**src/rtl/mi3_pkg.sv**
```systemverilog
// Shared types and constants for the 3x3 matrix inverse unit.
package mi3_pkg;

    localparam int DataWidthDef  = 32;
    localparam int FracBitsDef   = 16;
    localparam int QueueDepthDef = 4;
    localparam int ElemCount     = 9;

    // Element indexes a, b, c, d of each cofactor a*b - c*d, already transposed.
    localparam int CofIdx [9][4] = '{
        '{4, 8, 5, 7}, '{2, 7, 1, 8}, '{1, 5, 2, 4},
        '{5, 6, 3, 8}, '{0, 8, 2, 6}, '{2, 3, 0, 5},
        '{3, 7, 4, 6}, '{1, 6, 0, 7}, '{0, 4, 1, 3}
    };

    typedef struct packed {
        logic signed [31:0] m_00;
        logic signed [31:0] m_01;
        logic signed [31:0] m_02;
        logic signed [31:0] m_10;
        logic signed [31:0] m_11;
        logic signed [31:0] m_12;
        logic signed [31:0] m_20;
        logic signed [31:0] m_21;
        logic signed [31:0] m_22;
    } t_mat_in;

    typedef struct packed {
        logic signed [31:0] inv_00;
        logic signed [31:0] inv_01;
        logic signed [31:0] inv_02;
        logic signed [31:0] inv_10;
        logic signed [31:0] inv_11;
        logic signed [31:0] inv_12;
        logic signed [31:0] inv_20;
        logic signed [31:0] inv_21;
        logic signed [31:0] inv_22;
        logic               singular;
        logic               saturated;
    } t_inv_out;

    typedef struct packed {
        logic full;
        logic empty;
    } t_fifo_stat;

endpackage

```
**src/rtl/mi3_queue.sv**
```systemverilog
// Short register queue between the front and back pipelines.
module mi3_queue #(
    parameter int WIDTH = 8,
    parameter int DEPTH = mi3_pkg::QueueDepthDef
) (
    input  logic                i_clk,
    input  logic                i_rst_n,
    input  logic                i_push,
    input  logic [WIDTH-1:0]    i_data,
    input  logic                i_pop,
    output logic [WIDTH-1:0]    o_data,
    output mi3_pkg::t_fifo_stat o_stat
);
    import mi3_pkg::*;

    localparam int PW = (DEPTH > 1) ? $clog2(DEPTH) : 1;
    localparam int NW = $clog2(DEPTH + 1);

    logic [WIDTH-1:0] r_mem [DEPTH];
    logic [PW-1:0]    r_wp;
    logic [PW-1:0]    r_rp;
    logic [NW-1:0]    r_cnt;
    logic             w_wr;
    logic             w_rd;

    assign o_stat.full  = (r_cnt == NW'(DEPTH));
    assign o_stat.empty = (r_cnt == '0);
    assign w_wr   = i_push && !o_stat.full;
    assign w_rd   = i_pop && !o_stat.empty;
    assign o_data = r_mem[r_rp];

    always_ff @(posedge i_clk) begin
        if (!i_rst_n) begin
            r_wp  <= '0;
            r_rp  <= '0;
            r_cnt <= '0;
        end else begin
            if (w_wr) begin
                r_wp <= (r_wp == PW'(DEPTH - 1)) ? '0 : r_wp + 1'b1;
            end
            if (w_rd) begin
                r_rp <= (r_rp == PW'(DEPTH - 1)) ? '0 : r_rp + 1'b1;
            end
            if (w_wr && !w_rd) begin
                r_cnt <= r_cnt + 1'b1;
            end else if (w_rd && !w_wr) begin
                r_cnt <= r_cnt - 1'b1;
            end
        end
    end

    always_ff @(posedge i_clk) begin
        if (w_wr) begin
            r_mem[r_wp] <= i_data;
        end
    end

endmodule

```
**config.mk**
```make
export PLATFORM = sky130hd
export DESIGN_NAME = mi3_queue
export DESIGN_NICKNAME = d
export VERILOG_FILES = /design/src/rtl/mi3_pkg.sv /design/src/rtl/mi3_queue.sv
export SDC_FILE = /design/constraint.sdc
export NUM_CORES = 1
export LEC_CHECK = 0
export ABC_CLOCK_PERIOD_IN_PS = 2100
export BUFFER_PORTS_ARGS = -buffer_cell sky130_fd_sc_hd__buf_2
export CORE_ASPECT_RATIO = 1.1
export CORE_MARGIN = 2
export CORE_UTILIZATION = 46
export CTS_BUF_LIST = sky130_fd_sc_hd__clkbuf_16
export DETAILED_ROUTE_END_ITERATION = 8
export GPL_ROUTABILITY_DRIVEN = 0
export PLACE_DENSITY = 0.71
export SLEW_MARGIN = 10
export SYNTH_ARGS = -nofsm -noshare
export SYNTH_HDL_FRONTEND = slang
export SYNTH_SLANG_ARGS = --single-unit
```
**constraint.sdc**
```tcl
create_clock -name i_clk -period 2.1 [get_ports i_clk]
set_input_delay 0.315 -clock i_clk [delete_from_list [all_inputs] [get_ports i_clk]]
set_output_delay 0.315 -clock i_clk [all_outputs]
set_load 0.03 [all_outputs]
```
==> results.toml, run 1 <==
[yosys]
synthCells = 93
syn_avg_cell_area_um2 = 17.5
syn_nets = 112
synthDistinctLibCells = 23
yosysWarnings = 0
synth-seq-area-share_pct = 70.0
ys_seq_elements = 41
syn-cell-area_mm2 = 0.00163

[hold_path]
hold_path.class = "primary input to register"
hp-start = "i_data[5]"
hold_end = "r_mem[0][5]"
min_delay_path_depth = 1

[global_route]
overflow = 0
top_usage_layer = "met2"
grt_pass1_vias = 884
grt_max_degree = 13
use_met1_pct = 14.6
track_usage_pct = 14.4
antenna_found_initial = 0
use_met2_pct = 24.9
grt_use_met3_pct = 7.05
grt_pass1_wl_mm = 3.92

[cells_and_area]
nNetsFinal = 140
multiInputGateArea_um2 = 485
finalNonFillerCells = 170
syn2layout_area_growth_pct = 21.0
drive_above_1_share_pct = 36.9
nFillCells = 267
seq_area_mm2 = 0.00114
diodes = 0

[power]
p_leak_nw = 0.728
p_int_mw = 1.76
sequentialPowerShare_pct = 43.0
power_switching_mw = 0.769
p_sw_share_pct = 30.5
combPwrFrac_pct = 29.4
power_density_mw_per_mm2 = 1280
ir_drop_mv = 0.543
power_frac_clock_pct = 27.6

[floorplan]
num_rows = 22
ios = 22
die_w_um = 60.8
die-area_mm2 = 0.00404
start_util_pct = 48.5
die_h_um = 66.4
coreArea_mm2 = 0.00336

[timing]
drv_slew = 0
finalSetupTns_ps = 0
finalHoldViolations = 0
timing.hold.ws_ps = 258
layout_min_cycle_time_ps = 1940
slew_headroom_pct = 70.3
fin_skew_ps = 5.03
fmax_ghz = 0.515
layout_worst_path_cycle_share_pct = 92.5
setup_ws_ps = 157
rsz0062_at_grt = "false"
finalSetupViolations = 0
worst_slew_pin_slew_ps = 445

[outcome]
status = "completed"

[clock_network]
clock_sinks = 41
cts_root_buffer = "clkbuf_16"
cts_buffers = 5
clock_path_buffers = 2
holdBufCountCts = 0
h-tree-depth = 2
cts.reportedPaths.clkPinSlew_ps = 60
cts_tree = "built"
worstSkewPairLatency_ps = 280

[placed_design]
io_buffers = 21
placed_cells = 162
hpwl_mm = 1.76
pre_cts_ws_ps = 36.6

[drt]
postRouteAntennaNets = 0
vias = 831
drt_iter0_markers = 18
avgViaCountPerCell = 4.89
drc = 0
wl_per_cell_um = 14.7
dr.pass1.iters = 4
drt-total-wl_mm = 2.49

[setup_path]
reg2reg_slack_ps = 160
path_max_fanout = 5
worstPathArrival_ps = 2150
crit_required_ps = 2310
startpoint_type = "register"
worstRegToRegCells = 7
path_class = "register to register"
crit_path_end_kind = "register"
timing.rr.end = "r_cnt[2]"
r2r-start = "r_cnt[1]"

[flow_run]
max_cap_viol_count = 0
## layout make-up
class                           instances  share of cell area (%)
Clock buffer                            5                    6.34
Timing Repair Buffer                   25                    6.85
Multi-Input combinational cell         45                    24.6
Clock inverter                          3                   0.698
Tap cell                               48                    3.04
Inverter                                3                   0.571
Sequential cell                        41                    57.9
## sequential cells by signal, summed over array words and instances, names as in the netlist, named ones only
name,count
r_wp,2
r_mem,32
r_cnt,3
r_rp,2
## synthesized netlist by cell type
cell | count | area (um2)
buf_2 | 2 | 10.0
buf_1 | 1 | 3.75
nor2_1 | 2 | 7.51
o31ai_1 | 1 | 7.51
ha_1 | 6 | 75.1
xor2_1 | 1 | 8.76
nor3b_2 | 1 | 12.5
nand3_1 | 2 | 10.0
nor2b_1 | 2 | 12.5
or3_1 | 1 | 6.26
xnor2_1 | 1 | 8.76
fa_1 | 1 | 20.0
nor3_1 | 1 | 5.00
and2_1 | 5 | 31.3
a21boi_0 | 1 | 7.51
edfxtp_1 | 32 | 961
dfxtp_1 | 9 | 180
mux4_2 | 8 | 180
o21ai_0 | 3 | 15.0
clkbuf_1 | 1 | 3.75
inv_1 | 3 | 11.3
mux2i_1 | 3 | 30.0
nand2_1 | 6 | 22.5
## cell usage in the layout (no fill, tap or decap)
| cell type | instances |
|---|---|
| a21boi_1 | 1 |
| and2_1 | 5 |
| buf_2 | 21 |
| buf_4 | 4 |
| clkbuf_16 | 5 |
| clkinv_2 | 2 |
| dfxtp_1 | 8 |
| dfxtp_2 | 1 |
| edfxtp_1 | 32 |
| fa_1 | 1 |
| ha_1 | 5 |
| ha_2 | 1 |
| inv_1 | 4 |
| mux2i_1 | 3 |
| mux4_2 | 8 |
| nand2_1 | 6 |
| nand3_1 | 2 |
| nor2_1 | 2 |
| nor2b_1 | 1 |
| nor2b_2 | 1 |
| nor3_1 | 1 |
| nor3b_4 | 1 |
| o21ai_0 | 3 |
| o31ai_4 | 1 |
| or3_1 | 1 |
| xnor2_1 | 1 |
| xor2_1 | 1 |
## power groups by stage
stage	combinational [mW]	sequential, mW	clock (mW)
floorplan	0.556	1.07	0
global placement	0.725	1.08	0
detailed placement	0.738	1.09	0
CTS	0.742	1.08	0.724
global route	0.810	1.10	0.754
finish	0.742	1.08	0.698
## kinds of logic (layout without fill, tap and decap cells)
family                   after synthesis  count (layout)  synth area share (%)
flip-flops                            41              41                  70.0
AND/OR/NAND/NOR                       20              20                  6.60
multiplexers                          11              11                  12.9
adder cells (fa/ha/maj)                7               7                  5.83
buffers and inverters                  7              36                  1.76
AO/OA/AOI/OAI                          5               5                  1.84
XOR/XNOR                               2               2                  1.07
## per-stage QoR
stage,area [um2],total power [mW],util [%]
final,1970,2.52,58.8
after global routing,1970,2.66,58.8
after CTS,1960,2.54,58.3
after detailed placement,1820,1.83,54.2
after global placement,1820,1.81,54.2
after floorplan,1640,1.63,-
## timing repair
action	4_1_cts	5_1_grt
resized for setup	0	5
setup buffers	0	0
setup endpoints to repair	0	1
## critical path: stages (launching register included)
cell,delay [ps]
dfxtp_2,360
o31ai_4,270
ha_2,230
inv_1,50
fa_1,370
xor2_1,150
or3_1,300
a21boi_1,130
## per-layer routing
metal | share of wire (%) | vias up | routed length (um)
li1 | - | 405 | -
met1 | 40 | 403 | 992
met2 | 54 | 18 | 1340
met3 | 5.0 | 5 | 125
met4 | 1.2 | 0 | 31
met5 | 0 | - | 0
## worst max-delay path by stage
stage,from,endpoint,slack [ps],cells past startpoint
after floorplan,r_cnt[0],r_cnt[2],10,9
after global placement,r_cnt[1],r_cnt[2],150,7
after detailed placement,r_cnt[1],r_cnt[2],40,7
after CTS,r_cnt[1],r_cnt[2],20,7
after global routing,r_cnt[2],r_cnt[2],30,8
final,r_cnt[1],r_cnt[2],160,7
No activity file was read; power rests on OpenSTA's default activity.
==> inputs of run 2 (changes only) <==
--- a/config.mk
+++ b/config.mk
@@ -9,11 +9,11 @@
 export BUFFER_PORTS_ARGS = -buffer_cell sky130_fd_sc_hd__buf_2
 export CORE_ASPECT_RATIO = 1.1
 export CORE_MARGIN = 2
-export CORE_UTILIZATION = 46
+export CORE_UTILIZATION = 49
 export CTS_BUF_LIST = sky130_fd_sc_hd__clkbuf_16
 export DETAILED_ROUTE_END_ITERATION = 8
 export GPL_ROUTABILITY_DRIVEN = 0
-export PLACE_DENSITY = 0.71
+export PLACE_DENSITY = 0.74
 export SLEW_MARGIN = 10
 export SYNTH_ARGS = -nofsm -noshare
 export SYNTH_HDL_FRONTEND = slang
==> run 2 against run 1 <==
Sequential share of layout area increased by 0.33 points; clock skew decreased by 2.1 ps; routed wire length grew 14%; core utilization grew 4.5 points; sequential power barely moved; clock power is essentially flat; global-route usage is 2.6 points higher; setup slack worse by 53 ps; clock-buffer cell count unchanged; cell area is 0.57% lower; first-iteration DRC count decreased by 28%; register-to-register slack got worse by 50 ps.
==> results.toml, run 2 (synthesis gave the netlist of run 1 again) <==
[timing]
fin_skew_ps = 2.94
fmax_ghz = 0.501
worst_slew_pin_slew_ps = 458
drv_slew = 0
rsz0062_at_grt = "false"
slew_headroom_pct = 69.5
finalHoldViolations = 0
finalSetupViolations = 0
layout_worst_path_cycle_share_pct = 95.1
layout_min_cycle_time_ps = 2000

[cells_and_area]
diodes = 0
drive_above_1_share_pct = 36.6
nFillCells = 236
finalNonFillerCells = 157
largestRegisters = "r_mem: 32 flops, r_cnt: 3 flops"
final_common_cell = "edfxtp_1"
nNetsFinal = 141
seq_area_mm2 = 0.00114
syn2layout_area_growth_pct = 20.3
layout_common_cells = "32 x edfxtp_1, 21 x buf_2, 8 x mux4_2, 8 x dfxtp_1, 6 x nand2_1"
final_core_util_pct = 63.3
largest_reg_flops = 32
largest-register = "r_mem"
multiInputGateArea_um2 = 485

[hold_path]
min_delay_path_depth = 1
hold_end = "r_mem[0][2]"
hp-start = "i_data[2]"
hold_path.class = "primary input to register"

[setup_path]
reg2reg_slack_ps = 100
r2r-start = "r_cnt[2]"
cp_num_buf_inv = 1
startpoint_type = "register"
path_class = "register to register"
worstRegToRegCells = 8
path_max_fanout = 5
crit_required_ps = 2300
critical-path-top-delay-family = "simple AND/OR/NAND/NOR gates"
worstPathArrival_ps = 2200
critical-path-max-stage-delay_ps = 370
crit_chain = "nor3b_4, nor2b_2, ha_2, inv_1, fa_1, xor2_1, or3_1, a21boi_1"
timing.rr.end = "r_cnt[2]"
crit_path_end_kind = "register"
worst_path_max_delay_cell = "fa_1"

[drt]
drc = 0
drt-total-wl_mm = 2.84
vias = 875
drt_iter0_markers = 13
dr.pass1.iters = 4
avgViaCountPerCell = 5.57
postRouteAntennaNets = 0
wl_per_cell_um = 18.1

[placed_design]
io_buffers = 21
hpwl_mm = 1.99
placed_cells = 148

[clock_network]
h-tree-depth = 2
clock_path_buffers = 2
worstSkewPairLatency_ps = 280
cts_tree = "built"
cts_root_buffer = "clkbuf_16"
clock_sinks = 41
cts_buffers = 5
cts.reportedPaths.clkPinSlew_ps = 50

[global_route]
grt_max_degree = 13
grt_pass1_wl_mm = 4.45
overflow = 0
grt_pass1_vias = 926
track_usage_pct = 17.0
antenna_found_initial = 0

[power]
power_density_mw_per_mm2 = 1310
p_leak_nw = 0.734
ir_drop_mv = 0.544

[floorplan]
coreArea_mm2 = 0.00310
start_util_pct = 52.6
die-area_mm2 = 0.00380
num_rows = 21
die_w_um = 59.0
ios = 22
die_h_um = 64.5

[flow_run]
max_cap_viol_count = 0

[outcome]
status = "completed"
## run 2: worst reg2reg max path, stage by stage, from the launching register on
cell and delay (ps):
dfxtp_1 360, nor3b_4 180, nor2b_2 140, ha_2 190, inv_1 60, fa_1 370
xor2_1 160, or3_1 310, a21boi_1 150
## run 2: repair_timing
action,4_1_cts,5_1_grt
setup endpoints to repair,1,1
hold buffers,0,0
buffers inserted,0,1
pin swaps,1,1
gates resized for setup,2,3
## run 2: worst max-delay path by stage
stage | startpoint | endpoint | depth (start not counted)
final | r_cnt[2] | r_cnt[2] | 8
after global routing | r_cnt[2] | r_cnt[2] | 7
after CTS | r_cnt[2] | r_cnt[2] | 7
after detailed placement | r_cnt[1] | r_cnt[2] | 7
after global placement | r_cnt[1] | r_cnt[2] | 7
after floorplan | r_cnt[0] | r_cnt[2] | 9
## run 2: power breakdown
part / internal (mW) / switching [mW] / total (mW)
Sequential: 1.00 / 0.0971 / 1.10
Combinational: 0.332 / 0.430 / 0.762
Clock: 0.428 / 0.271 / 0.699
## run 2: through the flow
step	hold slack (ps)	TNS (ps)	total power, mW	instance area (um2)	worst slack (ps)
6_report	254	0	2.56	1960	104
3_3_place_gp	482	0	1.80	1800	149
3_5_place_dp	490	-34.0	1.86	1800	-34.0
5_1_grt	253	0	2.69	1960	20.0
4_1_cts	249	0	2.56	1940	17.0
2_1_floorplan	414	0	1.63	1640	14.5
## run 2: layer usage
layer	track usage [%]	vias to the layer above	wire length (um)
li1	-	406	-
met1	16.4	432	1030
met2	30.1	30	1620
met3	5.19	7	117
met4	11.4	0	65
met5	0	-	0
## run 2: layout make-up
class | count | share of cell area, %
clock buffer | 5 | 6.38
tap | 34 | 2.17
timing repair buffer | 26 | 7.27
sequential | 41 | 58.2
multi-input combinational | 45 | 24.7
clock inverter | 3 | 0.638
inverter | 3 | 0.574
